File: src/hw/rtl/cnms_pkg.sv
`timescale 1ns / 1ps
// ----------------------------------------------------------------------------
// Canny NMS shared definitions
// Constants, codes and types used across the non-maximum suppression block.
// ----------------------------------------------------------------------------
package cnms_pkg;

  // Defaults for the top-level parameters.
  localparam int DEF_MAX_WIDTH       = 1024;
  localparam int DEF_MAG_BITS        = 16;
  localparam int DEF_ANGLE_FRAC_BITS = 13;

  // Fixed field widths.
  localparam int ANGLE_W    = 16;
  localparam int FIELD_W    = 11;
  localparam int ROW_W      = 11;
  localparam int APB_DATA_W = 32;
  localparam int APB_ADDR_W = 3;

  // Frame size limits and reset values.
  localparam int               MIN_DIM      = 3;
  localparam int               HEIGHT_CAP   = 1024;
  localparam logic [FIELD_W-1:0] WIDTH_RESET  = 11'd640;
  localparam logic [FIELD_W-1:0] HEIGHT_RESET = 11'd480;

  // Depth of the result queue; a power of two.
  localparam int RES_Q_DEPTH = 4;

  // Angle thresholds in Q2.30: pi, pi/8, 3pi/8, 5pi/8, 7pi/8.
  localparam longint unsigned Q30_PI  = 64'd3373259426;
  localparam longint unsigned Q30_22  = 64'd421657428;
  localparam longint unsigned Q30_67  = 64'd1264972285;
  localparam longint unsigned Q30_112 = 64'd2108287141;
  localparam longint unsigned Q30_157 = 64'd2951601998;

  // Configuration register indexes.
  typedef enum logic [0:0] {
    REG_WIDTH  = 1'b0,
    REG_HEIGHT = 1'b1
  } reg_idx_t;

  // Gradient direction sectors.
  typedef enum logic [1:0] {
    SEC_VERT = 2'd0,
    SEC_DIAG = 2'd1,
    SEC_HORZ = 2'd2,
    SEC_ANTI = 2'd3
  } sector_t;

  // Control of the item in the line buffer read stage.
  typedef struct packed {
    logic valid;
    logic emit;
    logic rows_ok;
    logic cols_ok;
    logic last;
    logic fwd;
  } stage_ctrl_t;

  // Rounds a Q2.30 constant to nearest at the given number of fraction bits.
  function automatic int q30_to_angle(input longint unsigned k, input int fb);
    longint unsigned r;
    r = (k + (64'd1 << (29 - fb))) >> (30 - fb);
    return int'(r);
  endfunction

endpackage

File: src/hw/rtl/cnms_res_if.sv
`timescale 1ns / 1ps
// ----------------------------------------------------------------------------
// Canny NMS result channel
// Valid/ready channel carrying one suppressed magnitude word.
// ----------------------------------------------------------------------------
interface cnms_res_if #(
  parameter int MAG_BITS = cnms_pkg::DEF_MAG_BITS
) ();
  logic                valid;
  logic                ready;
  logic [MAG_BITS-1:0] suppressed_magnitude;
  logic                frame_last;

  modport source (output valid, suppressed_magnitude, frame_last, input ready);
  modport sink   (input valid, suppressed_magnitude, frame_last, output ready);
endinterface

File: src/hw/rtl/cnms_res_q.sv
`timescale 1ns / 1ps
// ----------------------------------------------------------------------------
// Canny NMS result queue
// Small register queue that decouples the result channel from the pipeline.
// ----------------------------------------------------------------------------
module cnms_res_q #(
  parameter int MAG_BITS = cnms_pkg::DEF_MAG_BITS
) (
  input  logic                clk,
  input  logic                rst,
  input  logic                push,
  input  logic [MAG_BITS-1:0] push_mag,
  input  logic                push_last,
  output logic                space,
  cnms_res_if.source          result
);

  localparam int DEPTH = cnms_pkg::RES_Q_DEPTH;
  localparam int PW    = $clog2(DEPTH);

  logic [MAG_BITS-1:0] q_mag  [DEPTH];
  logic                q_last [DEPTH];
  logic [PW-1:0]       wptr;
  logic [PW-1:0]       rptr;
  logic [PW:0]         count;
  logic                pop;

  assign pop                         = result.valid && result.ready;
  assign result.valid                = count != '0;
  assign result.suppressed_magnitude = q_mag[rptr];
  assign result.frame_last           = q_last[rptr];

  // A word accepted now lands after the read stage register; the word being
  // pushed now is counted so that it always has a slot.
  assign space = (count + (PW+1)'(push)) < (PW+1)'(DEPTH);

  always_ff @(posedge clk) begin
    if (rst) begin
      wptr  <= '0;
      rptr  <= '0;
      count <= '0;
    end else begin
      if (push) begin
        wptr <= wptr + 1'b1;
      end
      if (pop) begin
        rptr <= rptr + 1'b1;
      end
      if (push && !pop) begin
        count <= count + 1'b1;
      end else if (!push && pop) begin
        count <= count - 1'b1;
      end
    end
  end

  always_ff @(posedge clk) begin
    if (push) begin
      q_mag[wptr]  <= push_mag;
      q_last[wptr] <= push_last;
    end
  end

endmodule

File: src/flat_wrapper.sv
// flat-port wrapper written by rule: the top's interface ports become plain ports
module cnms_res_q_flat 
#(
  parameter int MAG_BITS = cnms_pkg::DEF_MAG_BITS
)
  (clk, rst, push, push_mag, push_last, space, result_valid, result_suppressed_magnitude, result_frame_last, result_ready);
  cnms_res_if #(.MAG_BITS(MAG_BITS)) result_i ();
  input  logic clk;
  input  logic rst;
  input  logic push;
  input  logic [MAG_BITS-1:0] push_mag;
  input  logic push_last;
  output logic space;
  output wire logic [$bits(result_i.valid)-1:0] result_valid;
  output wire logic [$bits(result_i.suppressed_magnitude)-1:0] result_suppressed_magnitude;
  output wire logic [$bits(result_i.frame_last)-1:0] result_frame_last;
  input wire logic [$bits(result_i.ready)-1:0] result_ready;
  assign result_valid = result_i.valid;
  assign result_suppressed_magnitude = result_i.suppressed_magnitude;
  assign result_frame_last = result_i.frame_last;
  assign result_i.ready = result_ready;
  cnms_res_q #(.MAG_BITS(MAG_BITS)) u_core (.clk(clk), .rst(rst), .push(push), .push_mag(push_mag), .push_last(push_last), .space(space), .result(result_i));
endmodule
File: config.mk
export PLATFORM = sky130hd
export DESIGN_NAME = cnms_res_q_flat
export DESIGN_NICKNAME = d
export VERILOG_FILES = /design/src/hw/rtl/cnms_pkg.sv /design/src/hw/rtl/cnms_res_if.sv /design/src/hw/rtl/cnms_res_q.sv /design/src/flat_wrapper.sv
export SDC_FILE = /design/constraint.sdc
export NUM_CORES = 1
export LEC_CHECK = 0
export BUFFER_PORTS_ARGS = -buffer_cell sky130_fd_sc_hd__buf_2
export CAP_MARGIN = 0
export CORE_MARGIN = 3
export CORE_UTILIZATION = 50
export DETAILED_ROUTE_END_ITERATION = 6
export HOLD_SLACK_MARGIN = 0.02
export PLACE_DENSITY = 0.69
export REMOVE_ABC_BUFFERS = 1
export SLEW_MARGIN = 10
export SYNTH_ARGS = -nofsm -noshare
export SYNTH_HDL_FRONTEND = slang
export SYNTH_SLANG_ARGS = --single-unit
File: constraint.sdc
create_clock -name clk -period 4.28 [get_ports clk]
set_input_delay 1.07 -clock clk [delete_from_list [all_inputs] [get_ports clk]]
set_output_delay 1.07 -clock clk [all_outputs]
set_load 0.01 [all_outputs]
; Word-level counts from Yosys, hierarchy flattened
; Memory sizes are Yosys's and may differ from the RTL's. A register that Yosys moved wholly into a read port is not among the register bits.
; Cells that the tools add are included.
[word_totals]
register_bits = 7
latchBits = 0
ram_bits = 68
mem_bits_ro = 0
input_bits = 21
elab_cells = 26
n_memories = 2
[classes]
n_addsub = 5
mul = 0
div_mod_pow = 0
magnitude_cmp = 1
eq_ne = 0
shifts = 0
n_mux = 8
n_bitwise = 0
reduce_logical = 7
[memory_table]
columns = memory, words, word_bits, read_ports, rd_ports_with_merged_regs, wr, line_no
row1 = u_core.q_mag, 4, 16, 1, 1, 1, cnms_res_q.sv:21  ; logic [MAG_BITS-1:0] q_mag [DEPTH];
row2 = u_core.q_last, 4, 1, 1, 1, 1, cnms_res_q.sv:22  ; logic q_last [DEPTH];
[ops]
columns = operator, n
row1 = $mux 2, 4
row2 = $mux 3, 2
row3 = $add 2x1->2 const B, 2
row4 = $add 3x1->3, 1
row5 = $add 3x1->3 const B, 1
row6 = $logic_and 1x1->1, 3
row7 = $lt 3x3->1 const B, 1
row8 = $reduce_bool 3->1, 1
row9 = $sub 3x1->3 const B, 1
row10 = $logic_not 1->1, 2
row11 = $mux 1, 2
row12 = $reduce_bool 2->1, 1

; Depth between registers and ports, before layout
; Gate-level depths: netlist of the first run.
[logic_depth]
ltp_word = 5
depth_mapped = 7

; Worst setup path before layout of the first run
; Ideal clock, no wire load.
[synth_path]
kind = input to output
startpoint = input port push
endpoint = output port space
arrival_time_ns = 1.377
required_time_ns = 3.210
setup_slack_ns = 1.833
stages = 2
path_buffers = 0
path_cell_list = nand3_1 > xor2_1
[synth_between]
elab_chain_cells = 2
[synth_rtl]
columns = item, line_no
row1 = "start, declared", flat_wrapper.sv:10  ; input logic push;
row2 = $add 3x1->3, cnms_res_q.sv:35  ; assign space = (count + (PW+1)'(push)) < (PW+1)'(DEPTH);
row3 = $lt 3x3->1, cnms_res_q.sv:35
row4 = "end, declared", flat_wrapper.sv:13  ; output logic space;
; No other way between the ends.

==> results of run 1 <==
==> cell families (layout without fill, tap and decap cells) <==
group | after synthesis | in the layout | synth area share [%]
xor gates and xnor gates | 6 | 6 | 1.79
AOI/OAI and AO/OA | 4 | 4 | 1.06
muxes | 19 | 19 | 14.6
buffers and inverters | 8 | 59 | 1.91
and+or+nand+nor | 14 | 14 | 2.34
adders and majority gates | 6 | 6 | 2.81
DFF | 77 | 77 | 75.5
==> placed cells by master (no fill, tap or decap), drive strengths merged <==
cell	count
nand3	1
mux4	17
nor2	7
o311ai	1
and2	4
xor2	5
clkbuf	15
o31ai	1
mux2i	2
dfxtp	9
a21oi	1
fa	1
ha	5
edfxtp	68
inv	4
or3	2
buf	40
xnor2	1
o21ai	1
==> per-stage QoR <==
stage               setup WS (ns)  area [sq um]
finish                       1.45          3360
global route                 1.33          3360
CTS                          1.38          3360
detailed placement           1.56          3190
global placement             1.60          3190
floorplan                    1.69          2900
==> worst max-delay path, stage by stage, from the launching register on <==
cell and delay (ns):
sky130_fd_sc_hd__dfxtp_1 0.84, sky130_fd_sc_hd__mux4_2 0.42, sky130_fd_sc_hd__buf_2 0.16
==> layer usage <==
layer  up-vias  GRT usage, %
met5         -             0
met4         0          7.35
met3         6          5.21
met2        32          27.9
met1       711          17.1
li1        636             -
==> area by class of cell <==
| type | count | area (sq um) | share of cell area (%) |
|---|---|---|---|
| Inverter | 3 | 11.3 | 0.335 |
| Multi-Input combinational cell | 49 | 664 | 19.8 |
| Tap cell | 72 | 90.1 | 2.68 |
| Clock inverter | 1 | 6.26 | 0.186 |
| Clock buffer | 15 | 166 | 4.95 |
| Timing Repair Buffer | 40 | 203 | 6.03 |
| Sequential cell | 77 | 2220 | 66.1 |
==> sequential cells by signal, indices dropped and copies added, names as in the netlist, named ones only <==
name	flops
u_core.count	3
u_core.q_last	4
u_core.q_mag	64
u_core.rptr	2
u_core.wptr	2
==> worst max path at each step <==
stage	startpoint	to	slack (ns)	cells after the start
6_report	flop	result_suppressed_magnitude[6]	1.45	2
5_1_grt	flop	result_suppressed_magnitude[6]	1.33	2
4_1_cts	flop	result_suppressed_magnitude[10]	1.38	2
3_5_place_dp	push	space	1.56	4
3_3_place_gp	push	space	1.60	4
2_1_floorplan	flop	result_frame_last	1.69	1
==> report_power, final <==
group          total [mW]  leakage (nW)  switching, mW  internal, mW
logic               0.405         0.398          0.198         0.207
clock network       0.477        0.0883          0.233         0.244
registers           0.918         0.699         0.0435         0.875
==> impl_summary.log, run 1 <==
INFO  metric cap_violations = 0
INFO  metric fp.dieArea = 6840 sq um
INFO  metric critical_path_required = 3.21 ns
INFO  metric finish.cell_count_without_fillers = 257
INFO  metric timing.rr.start = u_core.count[0]
INFO  metric via_count_of_the_first_global_routing_pass = 1496
INFO  metric finalHoldViolations = 0
INFO  metric cts.hold.buffers_added = 0
INFO  metric report.final.setup_viol = 0
INFO  metric worst_ir_drop_vdd = 240 uV
INFO  metric chip_height = 82.7 um
INFO  metric ff2ff_setup_slack = 2.14 ns
INFO  metric highest-signal-layer = met4
INFO  metric synth.top_cell.area_share = 69.4%
INFO  metric layout.filler_cells = 431
INFO  metric drcViolationCount = 0
INFO  metric num_io_pins = 40
INFO  metric synth.avg_cell_area = 22.0 sq um
INFO  metric final_util = 60.0%
INFO  metric die_w = 82.7 um
INFO  metric grt_antenna_before_repair = 0
INFO  metric area_growth = 14.3%
INFO  metric drt_wl_total = 4.82 mm
INFO  metric clkLatencyLatePin = 0.33 ns
INFO  metric clock-skew-final = 0.00758 ns
INFO  metric avgRoutedWirePerCell = 18.7 um
INFO  metric synth.cell_area = 2940 sq um
INFO  metric insertedDiodeCount = 0
INFO  metric slew_viol_final = 0
INFO  metric placed_cells = 241
INFO  metric nNetsFinal = 207
INFO  metric first_pass_grt_wire_length = 7.39 mm
INFO  metric post-dp-hpwl = 3.09 mm
INFO  metric synth-seq-cells = 77
INFO  metric design_power_total = 1.80 mW
INFO  metric synth_warnings = 0
INFO  metric timing.critical_path.from_type = flop
INFO  metric p_leak = 1.19 nW
INFO  metric powerDensity = 535 nW/um^2
INFO  metric tritoncts_num_sinks = 77
INFO  metric status = completed
INFO  metric placement.io_buffers = 39
INFO  metric met2_wirelength = 2.61 mm
INFO  metric post_synth_main_area_contributors = sky130_fd_sc_hd__edfxtp_1, sky130_fd_sc_hd__mux4_2, sky130_fd_sc_hd__mux4_1, sky130_fd_sc_hd__dfxtp_1, sky130_fd_sc_hd__ha_1
INFO  metric cts_made_buffers = 9
INFO  metric critical_path_arrival = 1.76 ns
INFO  metric routed-via-count = 1385
INFO  metric gp_routability_congestion = 0.681
INFO  metric num_rows = 27
INFO  metric end_kind = primary output
INFO  metric cts_repair_resize_count = 0
INFO  metric drive_above_1_share = 34.1%
INFO  metric grt-ovfl-total = 0
INFO  metric post-cts-setup-buffers = 0
INFO  metric clock_tree.htree_level_count = 3
INFO  metric async_flop_share = 0%
INFO  metric max_slew_headroom = 35.9%
INFO  metric synth_ff_type = sky130_fd_sc_hd__edfxtp_1
INFO  metric synth_area_leader = sky130_fd_sc_hd__edfxtp_1
INFO  metric worstHoldPathCells = 2
INFO  metric syn_inst = 134
INFO  metric criticalPathCategory = flop to primary output
INFO  metric grt_setup_unrepaired = no
INFO  metric achievable-frequency = 354 MHz
INFO  metric ys_top_cells_by_count = sky130_fd_sc_hd__edfxtp_1, sky130_fd_sc_hd__mux4_2, sky130_fd_sc_hd__dfxtp_1
INFO  metric critical_path_peak_fanout = 17
INFO  metric wl_met1 = 1.87 mm
INFO  metric final_min_period_over_clock_period = 66.1%
INFO  metric postRouteAntennaNets = 0
INFO  metric initial_core_util = 52.5%
INFO  metric detailroute.wirelength.met3 = 272 um
INFO  metric synth_cell_type_count = 22
INFO  metric worst_r2r_path_depth = 7
INFO  metric crit-reg2reg-capture = u_core.count[2]
INFO  metric via_per_inst = 5.39
INFO  metric grt_max_degree = 18
INFO  metric synthMostInstantiatedCell = sky130_fd_sc_hd__edfxtp_1
INFO  metric totalNegativeSetupSlack = 0 ns
INFO  metric coreArea = 5610 sq um
INFO  metric min_period = 2.83 ns
INFO  metric synth.yosys.seq_area_share = 75.5%
INFO  metric detailedRoute.firstPassIterationCount = 4
INFO  metric tightestPinTransition = 0.962 ns
INFO  metric hold_path_startpoint = u_core.rptr[1]
INFO  metric path_type_of_the_worst_min_delay_path = flop to flop
INFO  metric whs = 0.537 ns
INFO  metric groute.usage.overall = 15.8%
INFO  metric cts-root-buf = sky130_fd_sc_hd__clkbuf_8
INFO  metric synth_enable_flop_cells = 68
INFO  metric cts_tree = built
INFO  metric cts_max_path_buffers = 2
INFO  metric clk_transition_reported_paths = 0.07 ns
INFO  metric drt_first_iter_violations = 68
Note: power is estimated with default switching activity, not from simulation.
==> inputs of run 2 (changes only) <==
--- a/config.mk
+++ b/config.mk
@@ -5,6 +5,7 @@
 export SDC_FILE = /design/constraint.sdc
 export NUM_CORES = 1
 export LEC_CHECK = 0
+export ABC_AREA = 1
 export BUFFER_PORTS_ARGS = -buffer_cell sky130_fd_sc_hd__buf_2
 export CAP_MARGIN = 0
 export CORE_MARGIN = 3
==> constraint.sdc (replaced) <==
create_clock -name clk -period 2.7 [get_ports clk]
set_input_delay 0.675 -clock clk [delete_from_list [all_inputs] [get_ports clk]]
set_output_delay 0.675 -clock clk [all_outputs]
set_load 0.01 [all_outputs]
==> run 2 against run 1 <==
  * Non-clock buffer count increased by 5
  * Final area rose by 3.8%
  * Via count is 30% higher
  * Largest power group unchanged
  * Critical path type unchanged
  * Flip-flop and latch count stayed put
  * Power is 58% higher
  * Synthesized area rose by 4.0%
==> impl_summary.log, run 2 <==
INFO  metric status = completed
INFO  metric crit_buf_inv = 2
INFO  metric cts.hold.buffers_added = 0
INFO  metric drt_wl_total = 5.14 mm
INFO  metric insertedDiodeCount = 0
INFO  metric category_of_cells_accounting_for_the_largest_share_of_critical_path_delay = flip-flops
INFO  metric seq_power_share = 50.2%
INFO  metric drive_above_1_share = 26.0%
INFO  metric initial_core_util = 53.6%
INFO  metric synth_warnings = 0
INFO  metric grt_util_met1 = 20.7%
INFO  metric totalNegativeSetupSlack = 0 ns
INFO  metric synth_cell_type_count = 20
INFO  metric path_type_of_the_worst_min_delay_path = flop to flop
INFO  metric critical_path_required = 2.03 ns
INFO  metric power.share.clock = 28.8%
INFO  metric grt_setup_unrepaired = no
INFO  metric finalHoldViolations = 0
INFO  metric drt_first_iter_violations = 129
INFO  metric worst_ir_drop_vdd = 396 uV
INFO  metric power.share.combinational = 21.0%
INFO  metric num_io_pins = 40
INFO  metric clock_tree.htree_level_count = 3
INFO  metric timing.critical_path.from_type = flop
INFO  metric routed-via-count = 1796
INFO  metric critical_path_peak_fanout = 14
INFO  metric reg.largest.list = u_core.q_mag: 64 flops, u_core.q_last: 4 flops, u_core.count: 3 flops
INFO  metric final_util = 61.2%
INFO  metric synth.yosys.seq_area_share = 72.6%
INFO  metric synth.cell_area = 3060 sq um
INFO  metric detailedRoute.firstPassIterationCount = 4
INFO  metric avgRoutedWirePerCell = 14.6 um
INFO  metric most_crowded_layer_after_global_routing = met2
INFO  metric criticalPathCategory = flop to primary output
INFO  metric synth-seq-cells = 77
INFO  metric fin_area = 3490 sq um
INFO  metric cts_repair_resize_count = 0
INFO  metric cts_made_buffers = 9
INFO  metric groute.usage.overall = 16.5%
INFO  metric grt_antenna_before_repair = 0
INFO  metric cts_tree = built
INFO  metric internal_dissipation = 2.02 mW
INFO  metric drcViolationCount = 0
INFO  metric grt-ovfl-total = 0
INFO  metric final_min_period_over_clock_period = 86.1%
INFO  metric registers.top_by_ff_count = u_core.q_mag
INFO  metric end_kind = primary output
INFO  metric async_flop_share = 0%
INFO  metric chip_height = 84.2 um
INFO  metric p_leak = 1.31 nW
INFO  metric syn_inst = 229
INFO  metric fp.dieArea = 7090 sq um
INFO  metric synth.avg_cell_area = 13.4 sq um
INFO  metric tritoncts_num_sinks = 77
INFO  metric report.final.setup_viol = 0
INFO  metric met3_demand_to_capacity_share_in_global_routing = 5.00%
INFO  metric crit_path_max_incr_delay = 0.58 ns
INFO  metric postRouteAntennaNets = 0
INFO  metric placement.io_buffers = 39
INFO  metric number_of_flip_flops_in_the_largest_register = 64
INFO  metric num_rows = 27
INFO  metric worst_path_max_delay_cell = sky130_fd_sc_hd__dfxtp_1
INFO  metric ys_top_cells_by_count = sky130_fd_sc_hd__edfxtp_1, sky130_fd_sc_hd__nor2_1, sky130_fd_sc_hd__o22ai_1
INFO  metric via_count_of_the_first_global_routing_pass = 1860
INFO  metric via_per_inst = 5.09
INFO  metric post_synth_main_area_contributors = sky130_fd_sc_hd__edfxtp_1, sky130_fd_sc_hd__dfxtp_1, sky130_fd_sc_hd__nor2_1, sky130_fd_sc_hd__o22ai_1, sky130_fd_sc_hd__o21ai_2
INFO  metric tightestPinTransition = 0.746 ns
INFO  metric power_switching = 822 uW
INFO  metric nNetsFinal = 303
INFO  metric powerDensity = 813 nW/um^2
INFO  metric coreArea = 5710 sq um
INFO  metric gp_routability_congestion = 0.742
INFO  metric max_slew_headroom = 50.2%
INFO  metric min_period = 2.32 ns
INFO  metric post-cts-setup-buffers = 0
INFO  metric synth_ff_type = sky130_fd_sc_hd__edfxtp_1
INFO  metric synth_enable_flop_cells = 68
INFO  metric switching_share = 28.9%
INFO  metric synth.top_cell.area_share = 66.7%
INFO  metric achievable-frequency = 430 MHz
INFO  metric area_growth = 14.2%
INFO  metric clkLatencyLatePin = 0.34 ns
INFO  metric critical_path_arrival = 1.65 ns
INFO  metric slew_viol_final = 0
INFO  metric layout.filler_cells = 423
INFO  metric synthMostInstantiatedCell = sky130_fd_sc_hd__edfxtp_1
INFO  metric post_dp_cell_area = 3300 sq um
INFO  metric cts-root-buf = sky130_fd_sc_hd__clkbuf_8
INFO  metric layout.cells.most_common = sky130_fd_sc_hd__edfxtp_1
INFO  metric global_route.usage.met2 = 26.2%
INFO  metric clk_transition_reported_paths = 0.07 ns
INFO  metric die_w = 84.2 um
INFO  metric first_pass_grt_wire_length = 8.84 mm
INFO  metric grt_max_degree = 35
INFO  metric cts_max_path_buffers = 2
INFO  metric cap_violations = 0
INFO  metric most_frequent_cells_in_the_layout = sky130_fd_sc_hd__edfxtp_1, sky130_fd_sc_hd__nor2_1, sky130_fd_sc_hd__buf_2
INFO  metric clock-skew-final = 0.00422 ns
INFO  metric post-dp-hpwl = 3.24 mm
INFO  metric synth_area_leader = sky130_fd_sc_hd__edfxtp_1
INFO  metric crit_path_cell_chain = buf_4, o21ai_0, o22ai_1, buf_2
-- run 2: changes by cell type in the layout (fill, tap and decap cells not counted), moves of 7 or more --
| cell | change |
|---|---|
| sky130_fd_sc_hd__nor2_1 | +32 |
| sky130_fd_sc_hd__o22ai_1 | +17 |
| sky130_fd_sc_hd__nand2_1 | +14 |
| sky130_fd_sc_hd__o21ai_0 | +14 |
| sky130_fd_sc_hd__o21ai_1 | +13 |
| sky130_fd_sc_hd__inv_1 | +12 |
| sky130_fd_sc_hd__mux4_2 | -10 |
| sky130_fd_sc_hd__o21ai_2 | +10 |
| sky130_fd_sc_hd__mux4_1 | -7 |
-- run 2: worst paths after layout --
kind                            cells past startpoint                              end  slack, ns            start
worst min register to register                      2                   u_core.rptr[1]       0.51   u_core.rptr[1]
worst min-delay path                                2                   u_core.rptr[1]       0.51   u_core.rptr[1]
worst max register to register                     12                  u_core.count[2]       0.98  u_core.count[1]
worst max-delay path                                4  result_suppressed_magnitude[10]       0.38             flop
-- run 2: kinds of logic (layout without fill, tap and decap cells) --
family,count (synthesis),after routing,synth area share [%]
AND/OR/NAND/NOR,58,58,7.36
XOR/XNOR,1,1,0.286
AO/OA/AOI/OAI,61,61,11.9
buffers and inverters,26,78,5.11
adder cells (fa/ha/maj),6,6,2.70
flip-flops,77,77,72.6
-- run 2: worst reg2reg max path: stages, from the launching register on --
cell and delay, ns:
sky130_fd_sc_hd__dfxtp_1 0.36, sky130_fd_sc_hd__nor2_1 0.10, sky130_fd_sc_hd__nand2_1 0.11, sky130_fd_sc_hd__nand2_2 0.10, sky130_fd_sc_hd__ha_1 0.16, sky130_fd_sc_hd__inv_1 0.06, sky130_fd_sc_hd__fa_1 0.38, sky130_fd_sc_hd__inv_1 0.06
sky130_fd_sc_hd__nand2_1 0.04, sky130_fd_sc_hd__nand3_1 0.09, sky130_fd_sc_hd__nand2_1 0.06, sky130_fd_sc_hd__nand2_1 0.05, sky130_fd_sc_hd__nor2_1 0.03
-- run 2: cell type report --
| type | instances | area [sq um] | share of cell area, % |
|---|---|---|---|
| Sequential cell | 77 | 2220 | 63.6 |
| Multi-Input combinational cell | 126 | 681 | 19.5 |
| Timing Repair Buffer | 45 | 240 | 6.88 |
| Clock buffer | 9 | 124 | 3.55 |
| Tap cell | 72 | 90.1 | 2.58 |
| Inverter | 17 | 68.8 | 1.97 |
| Clock inverter | 7 | 66.3 | 1.90 |
-- run 2: layer usage --
layer	vias up	wire length, um
met1	837	2330
met4	0	115
met5	-	0
met2	37	2490
met3	9	207
li1	913	-
-- run 2: metrics by stage --
step | setup slack (ns) | std cells | power, mW | hold WS [ns]
floorplan | 0.623 | 220 | 1.82 | 0.459
global placement | 0.746 | 337 | 2.05 | 0.486
detailed placement | 0.728 | 337 | 2.05 | 0.500
CTS | 0.358 | 353 | 2.87 | 0.512
global route | 0.212 | 353 | 3.02 | 0.528
finish | 0.376 | 353 | 2.84 | 0.512
-- run 2: power by group through the flow --
stage               logic (mW)  clock network (mW)  registers (mW)
floorplan                0.357                   0            1.46
global placement         0.598                   0            1.45
detailed placement       0.603                   0            1.45
CTS                      0.608               0.839            1.42
global route             0.688               0.899            1.43
finish                   0.597               0.818            1.42
==> inputs of run 3 (changes only) <==
--- a/config.mk
+++ b/config.mk
@@ -12,8 +12,9 @@
 export CORE_UTILIZATION = 50
 export DETAILED_ROUTE_END_ITERATION = 6
 export HOLD_SLACK_MARGIN = 0.02
-export PLACE_DENSITY = 0.69
+export PLACE_DENSITY = 0.74
 export REMOVE_ABC_BUFFERS = 1
+export SKIP_LAST_GASP = 1
 export SLEW_MARGIN = 10
 export SYNTH_ARGS = -nofsm -noshare
 export SYNTH_HDL_FRONTEND = slang
==> run 3 against run 2 <==
  * Flip-flop and latch count is the same
  * Critical path depth grew 1
  * Power shrank 3.9%
  * Final cell count shrank 0.28%
  * Routed wire length shrank 0.37%
  * Sequential share of layout area grew 0.64 points
  * Clock skew grew 0.0019 ns
  * Core utilization shrank 0.61 points
  * Hold slack lost 0.0042 ns
  * Final area shrank 1.0%
  * Maximum frequency grew 0.33%
  * Register-to-register slack gained 0.02 ns
  * Critical endpoint is now result_suppressed_magnitude[2]
==> impl_summary.log, run 3 (same netlist as run 2, synthesis figures left out) <==
INFO  metric status = completed
INFO  metric gp_routability_congestion = 0.746
INFO  metric tightestPinTransition = 0.743 ns
INFO  metric p_leak = 1.30 nW
INFO  metric criticalPathCategory = flop to primary output
INFO  metric final_min_period_over_clock_period = 85.8%
INFO  metric grt_antenna_before_repair = 0
INFO  metric fin_ws = 0.384 ns
INFO  metric detailedRoute.firstPassIterationCount = 4
INFO  metric achievable-frequency = 432 MHz
INFO  metric power_switching = 778 uW
INFO  metric fin_area = 3460 sq um
INFO  metric crit-reg2reg-capture = u_core.count[1]
INFO  metric drive_above_1_share = 24.6%
INFO  metric end_kind = primary output
INFO  metric clock-skew-final = 0.00616 ns
INFO  metric ff2ff_setup_slack = 1.00 ns
INFO  metric worst_ir_drop_vdd = 540 uV
INFO  metric post-cts-setup-buffers = 0
INFO  metric hold_path_end = u_core.rptr[0]
INFO  metric switching_share = 28.5%
INFO  metric powerDensity = 790 nW/um^2
INFO  metric critical_path_arrival = 1.64 ns
INFO  metric min_period = 2.32 ns
INFO  metric num_io_pins = 40
INFO  metric number_of_flip_flops_in_the_largest_register = 64
INFO  metric cts.hold.buffers_added = 0
INFO  metric seq_power_share = 51.6%
INFO  metric insertedDiodeCount = 0
INFO  metric cts_max_path_buffers = 2
INFO  metric grt_setup_unrepaired = no
INFO  metric finish.cell_count_without_fillers = 352
INFO  metric multi_input_comb_area = 681 sq um
INFO  metric num_rows = 27
INFO  metric placed_cells = 336
INFO  metric report.final.setup_viol = 0
INFO  metric initial_core_util = 53.6%
INFO  metric worst_r2r_path_depth = 8
INFO  metric post-dp-hpwl = 3.04 mm
INFO  metric cts_tree = built
INFO  metric power.share.combinational = 22.1%
INFO  metric routed-via-count = 1854
INFO  metric first_pass_grt_wire_length = 8.35 mm
INFO  metric layout.filler_cells = 462
INFO  metric postRouteAntennaNets = 0
INFO  metric max_slew_headroom = 50.4%
INFO  metric chip_height = 84.2 um
INFO  metric critical_path_required = 2.03 ns
INFO  metric critical_path_peak_fanout = 35
INFO  metric clkLatencyLatePin = 0.34 ns
INFO  metric avgRoutedWirePerCell = 14.6 um
INFO  metric drt_wl_total = 5.13 mm
INFO  metric clk_transition_reported_paths = 0.07 ns
INFO  metric timing.critical_path.from_type = flop
INFO  metric groute.usage.overall = 15.5%
INFO  metric seqCellArea = 2220 sq um
INFO  metric coreArea = 5710 sq um
INFO  metric hold_path_startpoint = u_core.rptr[0]
INFO  metric internal_dissipation = 1.95 mW
INFO  metric worstHoldPathCells = 2
INFO  metric finalHoldViolations = 0
INFO  metric cap_violations = 0
INFO  metric dp_slack = 0.752 ns
INFO  metric cts_made_buffers = 9
INFO  metric slew_viol_final = 0
INFO  metric nNetsFinal = 302
INFO  metric cts-root-buf = sky130_fd_sc_hd__clkbuf_8
INFO  metric drt_first_iter_violations = 135
INFO  metric post_dp_cell_area = 3290 sq um
INFO  metric via_count_of_the_first_global_routing_pass = 1778
INFO  metric reg.largest.list = u_core.q_mag: 64 flops, u_core.q_last: 4 flops, u_core.count: 3 flops
INFO  metric totalNegativeSetupSlack = 0 ns
INFO  metric grt_max_degree = 36
INFO  metric timing.rr.start = u_core.count[0]
INFO  metric die_w = 84.2 um
INFO  metric layout.cells.most_common = sky130_fd_sc_hd__edfxtp_1
INFO  metric path_type_of_the_worst_min_delay_path = flop to flop
INFO  metric area_growth = 13.0%
INFO  metric via_per_inst = 5.27
INFO  metric fp.dieArea = 7090 sq um
INFO  metric placement.io_buffers = 39
INFO  metric clock_tree.htree_level_count = 3
INFO  metric tritoncts_num_sinks = 77
INFO  metric drcViolationCount = 0
INFO  metric power.share.clock = 26.2%
INFO  metric most_frequent_cells_in_the_layout = sky130_fd_sc_hd__edfxtp_1, sky130_fd_sc_hd__nor2_1, sky130_fd_sc_hd__buf_2
INFO  metric registers.top_by_ff_count = u_core.q_mag
INFO  metric cts_repair_resize_count = 0
INFO  metric grt-ovfl-total = 0
[run 3: cell count changes in the layout (fill, tap and decap cells not counted)]
cell / before / now
sky130_fd_sc_hd__clkinvlp_4: 3 / 0
sky130_fd_sc_hd__bufinv_16: 1 / 0
sky130_fd_sc_hd__buf_4: 6 / 5
sky130_fd_sc_hd__clkbuf_8: 9 / 10
sky130_fd_sc_hd__clkbuf_1: 0 / 4
sky130_fd_sc_hd__clkinv_1: 1 / 0
[run 3: metal layers]
metal	share of wire, %	routed length [um]	GRT usage (%)
met4	1.5	76	5.26
met3	7.2	367	5.99
met5	0	0	0
met1	41	2090	17.4
met2	51	2590	27.1
[run 3: power groups by stage]
stage | combinational, mW | clock, mW | sequential, mW
6_report | 0.605 | 0.715 | 1.41
4_1_cts | 0.612 | 0.745 | 1.41
5_1_grt | 0.680 | 0.811 | 1.41
2_1_floorplan | 0.357 | 0 | 1.46
3_5_place_dp | 0.609 | 0 | 1.44
3_3_place_gp | 0.600 | 0 | 1.43
[run 3: layout make-up]
class	instances	share of cell area (%)
Multi-Input combinational cell	126	19.7
Clock inverter	2	0.290
Tap cell	72	2.61
Clock buffer	14	4.42
Sequential cell	77	64.3
Inverter	17	1.99
Timing Repair Buffer	44	6.73
[run 3: worst max-delay path: stages, from the launching register on]
cell	delay [ns]
sky130_fd_sc_hd__dfxtp_1	0.30
sky130_fd_sc_hd__buf_4	0.24
sky130_fd_sc_hd__inv_6	0.28
sky130_fd_sc_hd__nor2_1	0.07
sky130_fd_sc_hd__o22ai_1	0.23
sky130_fd_sc_hd__buf_2	0.18
[run 3: through the flow]
stage	power [mW]	util [%]	hold WS, ns
6_report	2.73	60.6	0.508
5_1_grt	2.90	60.6	0.518
4_1_cts	2.77	60.6	0.505
3_5_place_dp	2.04	57.7	0.495
3_3_place_gp	2.03	57.7	0.486
2_1_floorplan	1.82	-	0.459
[run 3: how the worst max path moves through the flow]
stage	to	slack, ns
detailed placement	result_suppressed_magnitude[10]	0.75
finish	result_suppressed_magnitude[2]	0.38
global placement	result_suppressed_magnitude[10]	0.78
global route	result_suppressed_magnitude[10]	0.25
floorplan	result_suppressed_magnitude[10]	0.62
CTS	result_suppressed_magnitude[10]	0.37
